File: config.mk
export PLATFORM = sky130hd
export DESIGN_NAME = saturating_four_pole_ladder_filter_flat
export DESIGN_NICKNAME = d
export VERILOG_FILES = /design/src/rtl/core/ladf_pkg.sv /design/src/rtl/core/ladf_in_if.sv /design/src/rtl/core/ladf_out_if.sv /design/src/rtl/core/ladf_seq.sv /design/src/rtl/core/ladf_datapath.sv /design/src/rtl/core/saturating_four_pole_ladder_filter.sv /design/src/flat_wrapper.sv
export SDC_FILE = /design/constraint.sdc
export NUM_CORES = 2
export LEC_CHECK = 0
export BUFFER_PORTS_ARGS = -buffer_cell sky130_fd_sc_hd__clkbuf_2
export CAP_MARGIN = 25
export CORE_ASPECT_RATIO = 0.5
export CORE_MARGIN = 2
export CORE_UTILIZATION = 55
export DETAILED_ROUTE_END_ITERATION = 8
export PLACE_DENSITY = 0.7
export SETUP_SLACK_MARGIN = 0.05
export SYNTH_ARGS = -nofsm -noshare
export SYNTH_HDL_FRONTEND = slang
export SYNTH_SLANG_ARGS = --single-unit
File: constraint.sdc
create_clock -name clk -period 15.65 [get_ports clk]
set_input_delay 0 -clock clk [delete_from_list [all_inputs] [get_ports clk]]
set_output_delay 0 -clock clk [all_outputs]
set_load 0.005 [all_outputs]
File: src/rtl/core/ladf_pkg.sv
// shared types, codes and the microcode table of the ladder filter
package ladf_pkg;

  typedef logic signed [23:0] ladf_q_t;
  typedef logic [3:0]         ladf_step_t;

  // micro-operations
  localparam logic [2:0] OP_WAIT = 3'd0;
  localparam logic [2:0] OP_MUL  = 3'd1;
  localparam logic [2:0] OP_ACC  = 3'd2;
  localparam logic [2:0] OP_ADD  = 3'd3;
  localparam logic [2:0] OP_OUT  = 3'd4;

  // multiplier operand sets
  localparam logic [1:0] SRC_IN   = 2'd0;
  localparam logic [1:0] SRC_POLE = 2'd1;
  localparam logic [1:0] SRC_CLIP = 2'd2;
  localparam logic [1:0] SRC_LOOP = 2'd3;

  // accumulate destinations
  localparam logic [1:0] DST_X     = 2'd0;
  localparam logic [1:0] DST_XPOLE = 2'd1;
  localparam logic [1:0] DST_LOOP  = 2'd2;
  localparam logic [1:0] DST_NONE  = 2'd3;

  // sequencer jumps
  localparam logic [1:0] JMP_NONE   = 2'd0;
  localparam logic [1:0] JMP_MORE   = 2'd1;
  localparam logic [1:0] JMP_ALWAYS = 2'd2;

  // program steps
  localparam ladf_step_t STEP_WAIT     = 4'd0;
  localparam ladf_step_t STEP_IN_MUL   = 4'd1;
  localparam ladf_step_t STEP_IN_ACC   = 4'd2;
  localparam ladf_step_t STEP_POLE     = 4'd3;
  localparam ladf_step_t STEP_POLE_ACC = 4'd4;
  localparam ladf_step_t STEP_CLIPA    = 4'd5;
  localparam ladf_step_t STEP_CLIPA_AC = 4'd6;
  localparam ladf_step_t STEP_SUM      = 4'd7;
  localparam ladf_step_t STEP_CLIPB    = 4'd8;
  localparam ladf_step_t STEP_CLIPB_AC = 4'd9;
  localparam ladf_step_t STEP_LOOP     = 4'd10;
  localparam ladf_step_t STEP_LOOP_ACC = 4'd11;
  localparam ladf_step_t STEP_OUT      = 4'd12;

  // register map
  localparam logic [2:0] REG_POLE_COEFF    = 3'd0;
  localparam logic [2:0] REG_FEEDBACK_GAIN = 3'd1;
  localparam logic [2:0] REG_CLIP_BLEND    = 3'd2;
  localparam logic [2:0] REG_CLIP_LIMIT    = 3'd3;
  localparam logic [2:0] REG_PASS_MODE     = 3'd4;

  localparam logic [1:0] MODE_LP = 2'd0;
  localparam logic [1:0] MODE_HP = 2'd1;
  localparam logic [1:0] MODE_BP = 2'd2;

  localparam logic [15:0] CLIP_BLEND_RST = 16'd32768;
  localparam logic [21:0] CLIP_LIMIT_RST = 22'd1048576;

  // 2^13 with a shift of 15 gives the divide by four
  localparam logic signed [16:0] IN_QUARTER = 17'sd8192;

  typedef struct packed {
    logic [2:0] op;
    logic [1:0] src;
    logic [1:0] dst;
    logic       sh14;
    logic [1:0] jmp;
    ladf_step_t target;
  } ladf_cw_t;

  typedef struct packed {
    ladf_cw_t cw;
    logic     go;
  } ladf_ctl_t;

  function automatic ladf_cw_t ladf_ucode(input ladf_step_t step);
    ladf_cw_t w;
    w = '{op: OP_WAIT, src: SRC_IN, dst: DST_NONE, sh14: 1'b0, jmp: JMP_NONE,
          target: STEP_WAIT};
    case (step)
      STEP_WAIT:     w.op = OP_WAIT;
      STEP_IN_MUL:   begin w.op = OP_MUL; w.src = SRC_IN; end
      STEP_IN_ACC:   begin w.op = OP_ACC; w.dst = DST_X; end
      STEP_POLE:     begin w.op = OP_MUL; w.src = SRC_POLE; end
      STEP_POLE_ACC: begin w.op = OP_ACC; w.dst = DST_X; end
      STEP_CLIPA:    begin w.op = OP_MUL; w.src = SRC_CLIP; end
      STEP_CLIPA_AC: begin w.op = OP_ACC; w.dst = DST_XPOLE; end
      STEP_SUM:      w.op = OP_ADD;
      STEP_CLIPB:    begin w.op = OP_MUL; w.src = SRC_CLIP; end
      STEP_CLIPB_AC: begin
        w.op = OP_ACC; w.dst = DST_X; w.jmp = JMP_MORE; w.target = STEP_POLE;
      end
      STEP_LOOP:     begin w.op = OP_MUL; w.src = SRC_LOOP; end
      STEP_LOOP_ACC: begin w.op = OP_ACC; w.dst = DST_LOOP; w.sh14 = 1'b1; end
      STEP_OUT:      begin w.op = OP_OUT; w.jmp = JMP_ALWAYS; w.target = STEP_WAIT; end
      default: begin
        w.op = OP_OUT; w.jmp = JMP_ALWAYS; w.target = STEP_WAIT;
      end
    endcase
    return w;
  endfunction

endpackage

File: src/rtl/core/ladf_in_if.sv
// sample input channel
interface ladf_in_if;
  logic               valid;
  logic               ready;
  logic signed [15:0] in_sample;
  modport source (output valid, output in_sample, input ready);
  modport sink (input valid, input in_sample, output ready);
endinterface

File: src/rtl/core/ladf_out_if.sv
// filtered sample output channel
interface ladf_out_if;
  logic               valid;
  logic               ready;
  logic signed [15:0] out_sample;
  modport source (output valid, output out_sample, input ready);
  modport sink (input valid, input out_sample, output ready);
endinterface

File: src/rtl/core/ladf_seq.sv
// microcode sequencer: step counter, pole counter and program table
module ladf_seq #(
  parameter int POLES = 4,
  parameter int KW    = 2
) (
  input  logic                clk,
  input  logic                rst_n,
  input  logic                in_valid,
  input  logic                out_block,
  output logic                in_ready,
  output ladf_pkg::ladf_ctl_t ctl,
  output logic [KW-1:0]       k_r
);
  import ladf_pkg::*;

  ladf_step_t    step_r, step_nxt;
  logic [KW-1:0] k_nxt;
  ladf_cw_t      cw;
  logic          stall;
  logic          more;

  assign cw       = ladf_ucode(step_r);
  assign stall    = ((cw.op == OP_WAIT) && !in_valid) || ((cw.op == OP_OUT) && out_block);
  assign more     = (k_r != KW'(POLES - 1));
  assign in_ready = (cw.op == OP_WAIT);
  assign ctl      = '{cw: cw, go: !stall};

  always_comb begin
    step_nxt = step_r;
    k_nxt    = k_r;
    if (!stall) begin
      case (cw.jmp)
        JMP_ALWAYS: step_nxt = cw.target;
        JMP_MORE: begin
          if (more) begin
            step_nxt = cw.target;
            k_nxt    = k_r + KW'(1);
          end else begin
            step_nxt = step_r + 4'd1;
            k_nxt    = '0;
          end
        end
        default: step_nxt = step_r + 4'd1;
      endcase
    end
  end

  always_ff @(posedge clk) begin
    if (!rst_n) begin
      step_r <= STEP_WAIT;
      k_r    <= '0;
    end else begin
      step_r <= step_nxt;
      k_r    <= k_nxt;
    end
  end

endmodule

File: src/rtl/core/ladf_datapath.sv
// shared multiply, round and saturate datapath with pole and loop state
module ladf_datapath #(
  parameter int POLES = 4,
  parameter int KW    = 2
) (
  input  logic                clk,
  input  logic                rst_n,
  input  ladf_pkg::ladf_ctl_t ctl,
  input  logic [KW-1:0]       k,
  input  logic signed [15:0]  in_sample,
  input  logic signed [15:0]  pole_coeff,
  input  logic [15:0]         feedback_gain,
  input  logic [15:0]         clip_blend,
  input  logic [21:0]         clip_limit,
  input  logic [1:0]          pass_mode,
  output logic signed [15:0]  out_sample
);
  import ladf_pkg::*;

  localparam int BP = (POLES >= 3) ? 2 : POLES - 1;

  function automatic ladf_q_t sat24(input logic signed [28:0] v);
    ladf_q_t r;
    if (v > 29'sd8388607)       r = 24'sh7FFFFF;
    else if (v < -29'sd8388608) r = 24'sh800000;
    else                        r = v[23:0];
    return r;
  endfunction

  ladf_q_t            pole_r [POLES];
  ladf_q_t            loop_r;
  ladf_q_t            x_r, t_r, base_r;
  logic signed [15:0] in_r;
  logic signed [41:0] prod_r;
  logic signed [15:0] out_r;

  logic signed [24:0] inq, x25, pk25, lim, c25, a_op;
  logic signed [16:0] b_op;
  ladf_q_t            base_op;
  logic signed [41:0] mul_p;
  logic signed [42:0] prod_x, rnd;
  logic signed [28:0] shifted, acc_sum;
  ladf_q_t            acc_res, add_res;
  logic signed [26:0] x27, inq27, pbp27, r27;
  logic signed [26:0] rr;
  logic signed [15:0] out_nxt;

  assign inq  = {{4{in_r[15]}}, in_r, 5'b0};
  assign x25  = {x_r[23], x_r};
  assign pk25 = {pole_r[k][23], pole_r[k]};
  assign lim  = {3'b000, clip_limit};

  // hard clamp at the limit, blended in through the multiplier
  always_comb begin
    if (x25 > lim)       c25 = lim;
    else if (x25 < -lim) c25 = -lim;
    else                 c25 = x25;
  end

  always_comb begin
    case (ctl.cw.src)
      SRC_IN: begin
        a_op = inq - {loop_r[23], loop_r}; b_op = IN_QUARTER; base_op = '0;
      end
      SRC_POLE: begin
        a_op = x25 - pk25; b_op = {pole_coeff[15], pole_coeff}; base_op = x_r;
      end
      SRC_CLIP: begin
        a_op = c25 - x25; b_op = {1'b0, clip_blend}; base_op = x_r;
      end
      default: begin
        a_op = x25; b_op = {1'b0, feedback_gain}; base_op = '0;
      end
    endcase
  end

  assign mul_p = a_op * b_op;

  // round half up then add the base and saturate
  assign prod_x  = {prod_r[41], prod_r};
  assign rnd     = ctl.cw.sh14 ? (prod_x + 43'sd8192) : (prod_x + 43'sd16384);
  assign shifted = ctl.cw.sh14 ? 29'(rnd >>> 14) : 29'(rnd >>> 15);
  assign acc_sum = {{5{base_r[23]}}, base_r} + shifted;
  assign acc_res = sat24(acc_sum);
  assign add_res = sat24({{5{x_r[23]}}, x_r} + {{5{t_r[23]}}, t_r});

  // output selection
  assign x27   = {{3{x_r[23]}}, x_r};
  assign inq27 = {{2{inq[24]}}, inq};
  assign pbp27 = {{3{pole_r[BP][23]}}, pole_r[BP]};
  always_comb begin
    case (pass_mode)
      MODE_HP: r27 = inq27 - x27;
      MODE_BP: r27 = pbp27 + (pbp27 <<< 1) - x27;
      default: r27 = x27;
    endcase
    rr = (r27 + 27'sd16) >>> 5;
    if (rr > 27'sd32767)       out_nxt = 16'sh7FFF;
    else if (rr < -27'sd32768) out_nxt = 16'sh8000;
    else                       out_nxt = rr[15:0];
  end

  always_ff @(posedge clk) begin
    if (!rst_n) begin
      loop_r <= '0;
      for (int i = 0; i < POLES; i++) pole_r[i] <= '0;
    end else if (ctl.cw.op == OP_ACC) begin
      if (ctl.cw.dst == DST_XPOLE) pole_r[k] <= acc_res;
      if (ctl.cw.dst == DST_LOOP)  loop_r    <= acc_res;
    end
  end

  always_ff @(posedge clk) begin
    case (ctl.cw.op)
      OP_WAIT: if (ctl.go) in_r <= in_sample;
      OP_MUL: begin
        prod_r <= mul_p;
        base_r <= base_op;
        if (ctl.cw.src == SRC_POLE) t_r <= pole_r[k];
      end
      OP_ACC: if (ctl.cw.dst == DST_X || ctl.cw.dst == DST_XPOLE) x_r <= acc_res;
      OP_ADD: x_r <= add_res;
      OP_OUT: if (ctl.go) out_r <= out_nxt;
      default: ;
    endcase
  end

  assign out_sample = out_r;

endmodule

File: src/rtl/core/saturating_four_pole_ladder_filter.sv
// Saturating ladder filter with a cascade of POLES one-pole sections and
// resonance feedback. Each item is one signed Q1.15 sample in and one
// filtered Q1.15 sample out. Every product goes through one shared 25x17
// multiplier, a multiply step then a round-and-saturate step, stepped by a
// 13-word microcode program. A new item is taken at the edge after the
// previous one is loaded into the output register, so the block never works
// on two items at once; the sequencer holds on its last step only while
// that register still carries an untaken result. Configuration is over the
// APB port at byte address 4*index and must only be written while the
// block is idle.
module saturating_four_pole_ladder_filter #(
  parameter int POLES = 4
) (
  input  logic        clk,
  input  logic        rst_n,
  ladf_in_if.sink     in_ch,
  ladf_out_if.source  out_ch,
  input  logic        psel,
  input  logic        penable,
  input  logic        pwrite,
  input  logic [4:0]  paddr,
  input  logic [31:0] pwdata,
  output logic [31:0] prdata,
  output logic        pready
);
  import ladf_pkg::*;

  localparam int KW = (POLES > 1) ? $clog2(POLES) : 1;

  logic signed [15:0] pole_coeff_r;
  logic [15:0]        feedback_gain_r;
  logic [15:0]        clip_blend_r;
  logic [21:0]        clip_limit_r;
  logic [1:0]         pass_mode_r;
  logic               out_valid_r, out_valid_nxt;
  logic               cfg_wr;
  logic [2:0]         cfg_idx;
  ladf_ctl_t          ctl;
  logic [KW-1:0]      k_r;
  logic               out_block;

  assign pready  = 1'b1;
  assign cfg_wr  = psel && penable && pwrite;
  assign cfg_idx = paddr[4:2];

  always_ff @(posedge clk) begin
    if (!rst_n) begin
      pole_coeff_r    <= '0;
      feedback_gain_r <= '0;
      clip_blend_r    <= CLIP_BLEND_RST;
      clip_limit_r    <= CLIP_LIMIT_RST;
      pass_mode_r     <= MODE_LP;
    end else if (cfg_wr) begin
      case (cfg_idx)
        REG_POLE_COEFF:    pole_coeff_r    <= pwdata[15:0];
        REG_FEEDBACK_GAIN: feedback_gain_r <= pwdata[15:0];
        REG_CLIP_BLEND:    clip_blend_r    <= pwdata[15:0];
        REG_CLIP_LIMIT:    clip_limit_r    <= pwdata[21:0];
        REG_PASS_MODE:     pass_mode_r     <= pwdata[1:0];
        default: ;
      endcase
    end
  end

  always_comb begin
    case (cfg_idx)
      REG_POLE_COEFF:    prdata = {16'b0, pole_coeff_r};
      REG_FEEDBACK_GAIN: prdata = {16'b0, feedback_gain_r};
      REG_CLIP_BLEND:    prdata = {16'b0, clip_blend_r};
      REG_CLIP_LIMIT:    prdata = {10'b0, clip_limit_r};
      REG_PASS_MODE:     prdata = {30'b0, pass_mode_r};
      default:           prdata = '0;
    endcase
  end

  assign out_block = out_valid_r && !out_ch.ready;

  ladf_seq #(.POLES(POLES), .KW(KW)) u_seq (
    .clk       (clk),
    .rst_n     (rst_n),
    .in_valid  (in_ch.valid),
    .out_block (out_block),
    .in_ready  (in_ch.ready),
    .ctl       (ctl),
    .k_r       (k_r)
  );

  ladf_datapath #(.POLES(POLES), .KW(KW)) u_dp (
    .clk           (clk),
    .rst_n         (rst_n),
    .ctl           (ctl),
    .k             (k_r),
    .in_sample     (in_ch.in_sample),
    .pole_coeff    (pole_coeff_r),
    .feedback_gain (feedback_gain_r),
    .clip_blend    (clip_blend_r),
    .clip_limit    (clip_limit_r),
    .pass_mode     (pass_mode_r),
    .out_sample    (out_ch.out_sample)
  );

  always_comb begin
    out_valid_nxt = out_valid_r;
    if (out_ch.ready) out_valid_nxt = 1'b0;
    if (ctl.go && ctl.cw.op == OP_OUT) out_valid_nxt = 1'b1;
  end

  always_ff @(posedge clk) begin
    if (!rst_n) out_valid_r <= 1'b0;
    else        out_valid_r <= out_valid_nxt;
  end

  assign out_ch.valid = out_valid_r;

  // sequencer leaves the wait step straight after taking an item
  a_leave_wait: assert property (@(posedge clk) disable iff (!rst_n)
    (in_ch.valid && in_ch.ready) |=> !in_ch.ready)
    else $error("item accepted but sequencer stayed in wait");

  // a result only appears from the output step
  a_out_load: assert property (@(posedge clk) disable iff (!rst_n)
    $rose(out_valid_r) |-> $past(ctl.go && ctl.cw.op == OP_OUT))
    else $error("output valid without an output step");

  // a pending result holds the sequencer on the output step
  a_out_hold: assert property (@(posedge clk) disable iff (!rst_n)
    (ctl.cw.op == OP_OUT && out_valid_r && !out_ch.ready)
      |=> (ctl.cw.op == OP_OUT && out_valid_r))
    else $error("output step left while result pending");

  a_k_range: assert property (@(posedge clk) disable iff (!rst_n)
    int'(k_r) < POLES)
    else $error("pole counter out of range");

endmodule

File: src/flat_wrapper.sv
// flat-port wrapper written by rule: the top's interface ports become plain ports
module saturating_four_pole_ladder_filter_flat import ladf_pkg::*;
#(
  parameter int POLES = 4
)
  (clk, rst_n, psel, penable, pwrite, paddr, pwdata, prdata, pready, in_ch_valid, in_ch_in_sample, in_ch_ready, out_ch_valid, out_ch_out_sample, out_ch_ready);
  ladf_in_if in_ch_i ();
  ladf_out_if out_ch_i ();
  input  logic clk;
  input  logic rst_n;
  input  logic psel;
  input  logic penable;
  input  logic pwrite;
  input  logic [4:0] paddr;
  input  logic [31:0] pwdata;
  output logic [31:0] prdata;
  output logic pready;
  input wire logic [$bits(in_ch_i.valid)-1:0] in_ch_valid;
  input wire logic [$bits(in_ch_i.in_sample)-1:0] in_ch_in_sample;
  output wire logic [$bits(in_ch_i.ready)-1:0] in_ch_ready;
  output wire logic [$bits(out_ch_i.valid)-1:0] out_ch_valid;
  output wire logic [$bits(out_ch_i.out_sample)-1:0] out_ch_out_sample;
  input wire logic [$bits(out_ch_i.ready)-1:0] out_ch_ready;
  assign in_ch_i.valid = in_ch_valid;
  assign in_ch_i.in_sample = in_ch_in_sample;
  assign in_ch_ready = in_ch_i.ready;
  assign out_ch_valid = out_ch_i.valid;
  assign out_ch_out_sample = out_ch_i.out_sample;
  assign out_ch_i.ready = out_ch_ready;
  saturating_four_pole_ladder_filter #(.POLES(POLES)) u_core (.clk(clk), .rst_n(rst_n), .in_ch(in_ch_i), .out_ch(out_ch_i), .psel(psel), .penable(penable), .pwrite(pwrite), .paddr(paddr), .pwdata(pwdata), .prdata(prdata), .pready(pready));
endmodule
Word-level counts from Yosys, hierarchy flattened:

Memory sizes are Yosys's and may differ from the RTL's. A register that Yosys moved wholly into a read port is not among the register bits.
Cells that the tools add are included.

* register bits after elaboration: 249
* RAM bits: 96
* input port bits: 60
* output and inout bits: 51
* logic and storage cells: 140
* memories: 1

Memories
* u_core.u_dp.pole_r: words 4, width 24, read ports 2, clocked after memory_dff 1, wr ports 4, RTL line ladf_datapath.sv:30 `ladf_q_t pole_r [POLES];`

* add/subtract/negate cells: 14
* $mul: 1
* magnitude comparators: 8
* eq/ne operators: 29
* mux-type cells: 35
* bitwise logic cells: 1
* reductions and logical operators: 36

Operator list (number)
* 24-bit two-way mux: 6
* 22-bit one-hot mux with 5 select lines: 1
* 25-bit one-hot mux with 3 select lines: 1
* 27-bit one-hot mux with 2 select lines: 1
* 17-bit one-hot mux with 3 select lines: 1
* 25-bit two-way mux: 2
* 21-bit by 24-bit subtractor with 25-bit output: 2
* 24-bit one-hot mux with 2 select lines: 1
* 42-bit by 15-bit adder with 43-bit output (second input constant): 1
* 42-bit by 16-bit adder with 43-bit output (second input constant): 1
* 43-bit two-way mux: 1
* 25-bit by 17-bit multiplier with 42-bit output: 1
* 29-bit adder: 1
* 29-bit by 24-bit > comparator with 1-bit output (second input constant): 1
* 29-bit by 24-bit < comparator with 1-bit output (second input constant): 1
* 28-bit two-way mux: 1
* 27-bit by 6-bit adder with 27-bit output (second input constant): 1
* 26-bit by 24-bit subtractor with 27-bit output: 1
* 24-bit by 25-bit adder with 26-bit output: 1
* 24-bit by 24-bit adder with 25-bit output: 1
* 25-bit by 24-bit > comparator with 1-bit output (second input constant): 1
* 24-bit by 25-bit < comparator with 1-bit output: 1
* 25-bit by 24-bit < comparator with 1-bit output (second input constant): 1
* 22-bit negator with 25-bit output: 1
* other kinds (40): 93

Depth between registers and ports, before layout:

* word-level depth: 10
* gate-level depth with buffers: 60
* mapped depth without buffers: 58

Cells and area by module:

From an unflattened synthesis, not the netlist that was laid out.

* cell total of the unflattened synthesis: 4683
* area total of the unflattened synthesis: 41841.4 um^2

By module, submodules not included
* ladf_datapath: instances 1, cells an instance 4272, area an instance 37783.7 um^2, seq. area each 7357.1 um^2
* saturating_four_pole_ladder_filter: instances 1, cells an instance 335, area an instance 3463.3 um^2, seq. area each 1461.4 um^2
* ladf_seq: instances 1, cells an instance 76, area an instance 594.3 um^2, seq. area each 120.1 um^2

Worst setup path after synthesis:

Ideal clock, no wire load.

* kind: register to register
* from: register u_core.clip_limit_r[2]
* to: register u_core.u_dp.prod_r[41] (data pin)
* setup time: 0.260 ns
* arrival time: 13.082 ns
* data required time: 15.390 ns
* slack: 2.308 ns
* cell stages (with the launch flop): 59
* buffers on the path: 4
* period minus slack after synthesis: 13.342 ns
* path through: dfxtp_1 -> nor2_1 -> nand4_1 -> nor3_2 -> nand4_1 -> or3_1 -> or3_1 -> or3_1 -> clkbuf_1 -> xnor2_1 -> ha_1 -> a21o_1 -> a21oi_1 -> nand2_1 -> a21oi_1 -> nor2b_1 -> o21ai_0 -> a31oi_1 -> [... 23 more ...] -> inv_1 -> fa_1 -> inv_1 -> fa_1 -> inv_1 -> fa_1 -> ha_1 -> and4_1 -> nand2_1 -> o32ai_1 -> o21ai_1 -> a31oi_1 -> o2111ai_1 -> a311oi_2 -> a21oi_1 -> a211oi_1 -> a21oi_1 -> xnor2_1

* longest elaborated chain between the ends: 7
* elaborated cells between the ends (all ways): 8
* classes of those cells: 2 x add/sub; 1 x mul; 2 x order compare; 3 x mux

RTL lines
* start: declaration: RTL line saturating_four_pole_ladder_filter.sv:33 `logic [21:0] clip_limit_r;`
* start signal: assignment: RTL line saturating_four_pole_ladder_filter.sv:58 `REG_CLIP_LIMIT: clip_limit_r <= pwdata[21:0];`
* 22-bit negator with 25-bit output: RTL line ladf_datapath.sv:56 `else if (x25 < -lim) c25 = -lim;`
* 24-bit by 25-bit < comparator with 1-bit output: RTL line ladf_datapath.sv:56
* 25-bit two-way mux: RTL line ladf_datapath.sv:56
* 25-bit two-way mux *: RTL line ladf_datapath.sv:55 `if (x25 > lim) c25 = lim;`
* 25-bit by 24-bit subtractor with 25-bit output *: RTL line ladf_datapath.sv:69 `a_op = c25 - x25; b_op = {1'b0, clip_blend}; base_op = x_r;`
* 25-bit one-hot mux with 3 select lines *: RTL line ladf_datapath.sv:61 `case (ctl.cw.src)`
* 25-bit by 17-bit multiplier with 42-bit output *: RTL line ladf_datapath.sv:77 `assign mul_p = a_op * b_op;`
* net u_core.u_dp.mul_p[41]: RTL line ladf_datapath.sv:40 `logic signed [41:0] mul_p;`
* end signal: assignment: RTL line ladf_datapath.sv:117 `prod_r <= mul_p;`
* end: declaration: RTL line ladf_datapath.sv:34 `logic signed [41:0] prod_r;`

Mark *: on every way through the listed nets, which the timed path passes. The rest lies on a longest branch.
A chain may end at the register's enable or synchronous reset.

Final worst setup path:

* from: register u_core.clip_limit_r[3]
* to: register u_core.u_dp.prod_r[41] (data pin)

The elaborated chain is that of the path after synthesis.

==> impl_metrics.ini <==
[outcome]
status = finished clean

[global_route]
grt_max_degree = 75
antenna_found_initial = 19
track_usage_pct = 36.4
overflow = 0
grt_pass1_vias = 35565
grt_first_pass_wirelength_mm = 216

[worst_setup_path]
crit_top_cell = fa_1
critPathLaunchType = register
crit_path_top_delay_cell = fa_1
slowest_delay_ns = 0.54
crit_type = register to register
r2r_start = u_core.clip_limit_r[3]
required_ns = 15.96
cp-startpoint = u_core.clip_limit_r[3]
crit_path_end_kind = register
worstPathArrival_ns = 15.08
worstPathMaxFanout = 49

[drt]
drc = 0
routedWlPerCell_um = 24.1
dr.max_layer_used = met5
dr.pass1.iters = 6
wl_met3_mm = 18.6
num_vias = 36816
via_per_inst = 6.19
met2_wirelength_mm = 60.4
drt_iter0_drc = 4332
drt-met1-wl_mm = 58.3
finalWirelength_mm = 143
postRouteAntennaNets = 0

[cells_and_area]
multi_input_area_sq_mm = 0.0300
seq_area_sq_mm = 0.00898
fillCellCount = 6635
drive_gt1_share_pct = 8.45
area_delta_synth_final_pct = 8.08
nets = 5721

[timing]
layout_min_cycle_time_ns = 14.76
slew_headroom_pct = 19.0
worst_pin_slew_ns = 1.21
timing.fmax_ghz = 0.0677
slew_violations = 0
hold_viol = 0
min_period_over_period_pct = 94.3
finalSetupTns_ns = 0
skew_ns = 0.0386
rsz0062_at_grt = no
hold_ws_ns = 0.0913
setup_viol = 0

[place]
place_hpwl_mm = 112
portBuffers = 87
gp_congestion = 1.00

[floorplan]
ios = 111
die_area_sq_mm = 0.0792
die_x_um = 396
core_sq_mm = 0.0756
start_util_pct = 55.9
die_h_um = 200
std_cell_rows = 71

[min_path]
min_path_type = input pin to register
min_from = penable

[synthesis]
synthFlopType = edfxtp_1
ys_types = 116
syn-cell-area_sq_mm = 0.0423
ys_seq_elements = 334
synthDominantCellAreaShare_pct = 21.0
synth_area_per_cell_sq_um = 8.75
synth_cells = 4833
synthArstFlopShare_pct = 0
yosys-top-cells-area = fa_1, edfxtp_1, ha_1, inv_1, dfxtp_1
yosysWarnings = 0
synth_area_leader_cell = fa_1
synth_edf_count = 229
ys_seq_area_share_pct = 21.2

[pwr]
pwr-share-seq_pct = 16.9
swShare_pct = 56.4
power.density_mw_per_mm2 = 182
comb_power_share_pct = 72.8
power.leakage_nw = 20.4
vdd_drop_max_v = 0.000151
p_sw_mw = 4.69
p_int_mw = 3.63
p_clk_share_pct = 10.3

[clock_network]
root_buffer = clkbuf_16
clk_latency_ns = 0.60
path_clk_slew_ns = 0.06
numClockSinks = 334
numCtsBuffers = 35
clockBufferDepth = 3
cts_tree = yes
cts_max_level = 2

[flow_run]
cap_viol_max_count = 0
state kept, by name (all words and copies together) (netlist names), named ones only:
| register | count |
|---|---|
| u_core.u_seq.k_r | 2 |
| u_core.u_dp.loop_r | 24 |
| u_core.u_dp.prod_r | 29 |
| u_core.u_dp.x_r | 24 |
| u_core.u_seq.step_r | 4 |
| u_core.clip_limit_r | 22 |
| u_core.u_dp.pole_r | 96 |
| u_core.u_dp.in_r | 16 |
| u_core.out_ch.valid | 1 |
| u_core.feedback_gain_r | 16 |
| u_core.u_dp.base_r | 24 |
| u_core.u_dp.out_sample | 16 |
| u_core.pass_mode_r | 2 |
| u_core.u_dp.t_r | 24 |
| u_core.clip_blend_r | 16 |
| u_core.pole_coeff_r | 16 |
Yosys cell counts, types with 38 or more instances:
master / n
xnor2_1: 149
a21boi_0: 80
nor3_1: 96
a21o_1: 90
inv_1: 707
nand4_1: 43
nand3_1: 85
nor2_1: 485
fa_1: 443
mux4_2: 38
ha_1: 320
clkbuf_1: 148
o21ai_0: 161
edfxtp_1: 229
nand2b_1: 60
a22oi_1: 48
a21oi_1: 232
and2_1: 47
o21a_1: 47
xor2_1: 70
dfxtp_1: 105
nor2b_1: 52
nand2_1: 536
routing by layer:
| metal | vias to the layer above | global-route usage, % |
|---|---|---|
| met5 | - | 0 |
| met4 | 6 | 13.2 |
| met3 | 321 | 9.17 |
| met2 | 2132 | 54.1 |
| met1 | 18017 | 51.5 |
| li1 | 16340 | - |
stage by stage:
| step | instance area, sq um | instances | utilization (%) | setup WS (ns) | power (mW) |
|---|---|---|---|---|---|
| 6_report | 45700 | 5951 | 60.4 | 0.887 | 8.33 |
| 5_1_grt | 45700 | 5947 | 60.4 | 0.0330 | 8.80 |
| 4_1_cts | 45600 | 5938 | 60.3 | 0.757 | 8.10 |
| 3_5_place_dp | 44000 | 5833 | 58.2 | 0.758 | 7.20 |
| 3_3_place_gp | 43900 | 5830 | 58.1 | 1.03 | 7.11 |
| 2_1_floorplan | 42300 | 4842 | - | 2.31 | 5.27 |
repair_timing:
action / in CTS / in global routing
gates resized for setup: 0 / 8
setup buffers: 0 / 1
hold buffers: 42 / 0
endpoints found under the hold margin: 96 / 0
setup endpoints to repair: 0 / 12
cell families after synthesis:
family | count (synthesis) | synth area share [%]
AO/OA/AOI/OAI | 990 | 16.2
XOR/XNOR | 220 | 4.58
adder cells (fa/ha/maj) | 764 | 30.5
buffers and inverters | 918 | 8.39
flip-flops | 334 | 21.2
multiplexers | 61 | 2.59
other | 2 | 0.0178
AND/OR/NAND/NOR | 1544 | 16.6
layout by cell type (no fill, tap or decap), drive strengths merged, types with 50 or more instances in the layout:
| cell | synthesis | final |
|---|---|---|
| inv | 709 | 714 |
| nand2 | 536 | 536 |
| nor2 | 485 | 485 |
| fa | 443 | 443 |
| ha | 320 | 320 |
| a21oi | 253 | 253 |
| edfxtp | 229 | 229 |
| o21ai | 205 | 205 |
| xnor2 | 150 | 150 |
| clkbuf | 148 | 131 |
| dfxtp | 105 | 105 |
| nor3 | 101 | 101 |
| buf | 60 | 98 |
| a21o | 90 | 90 |
| nand3 | 85 | 85 |
| a21boi | 84 | 84 |
| xor2 | 70 | 70 |
| nand2b | 61 | 61 |
| nor2b | 52 | 52 |
| and2 | 50 | 50 |
power by group through the flow:
stage	Clock, mW	Sequential, mW	Combinational (mW)
2_1_floorplan	0	1.34	3.93
3_3_place_gp	0	1.41	5.70
3_5_place_dp	0	1.41	5.79
4_1_cts	0.865	1.40	5.84
5_1_grt	0.896	1.41	6.49
6_report	0.860	1.41	6.06
worst max-delay path: cells and delay by family, from the launching register on:
family / cells / cell delay (ns)
XOR/XNOR: 3 / 0.51
adder cells (fa/ha/maj): 9 / 4.08
buffers and inverters: 8 / 1.26
flip-flops: 1 / 0.40
AO/OA/AOI/OAI: 23 / 4.41
AND/OR/NAND/NOR: 15 / 3.83
layout make-up:
| cell class | count | share of cell area, % |
|---|---|---|
| tap | 1022 | 2.80 |
| inverter | 710 | 5.83 |
| timing repair buffer | 227 | 3.65 |
| clock buffer | 44 | 2.01 |
| antenna | 5 | 0.0274 |
| sequential | 334 | 19.7 |
| clock inverter | 19 | 0.468 |
| multi-input combinational | 3590 | 65.6 |
worst paths after layout:
kind	end	slack, ns	depth (start not counted)
max	u_core.u_dp.prod_r[41]	0.89	58
min	u_core.clip_blend_r[14]	0.09	5
max reg2reg	u_core.u_dp.prod_r[41]	0.89	58
min reg2reg	u_core.clip_blend_r[3]	0.48	2
No activity file was read; power rests on OpenSTA's default activity.
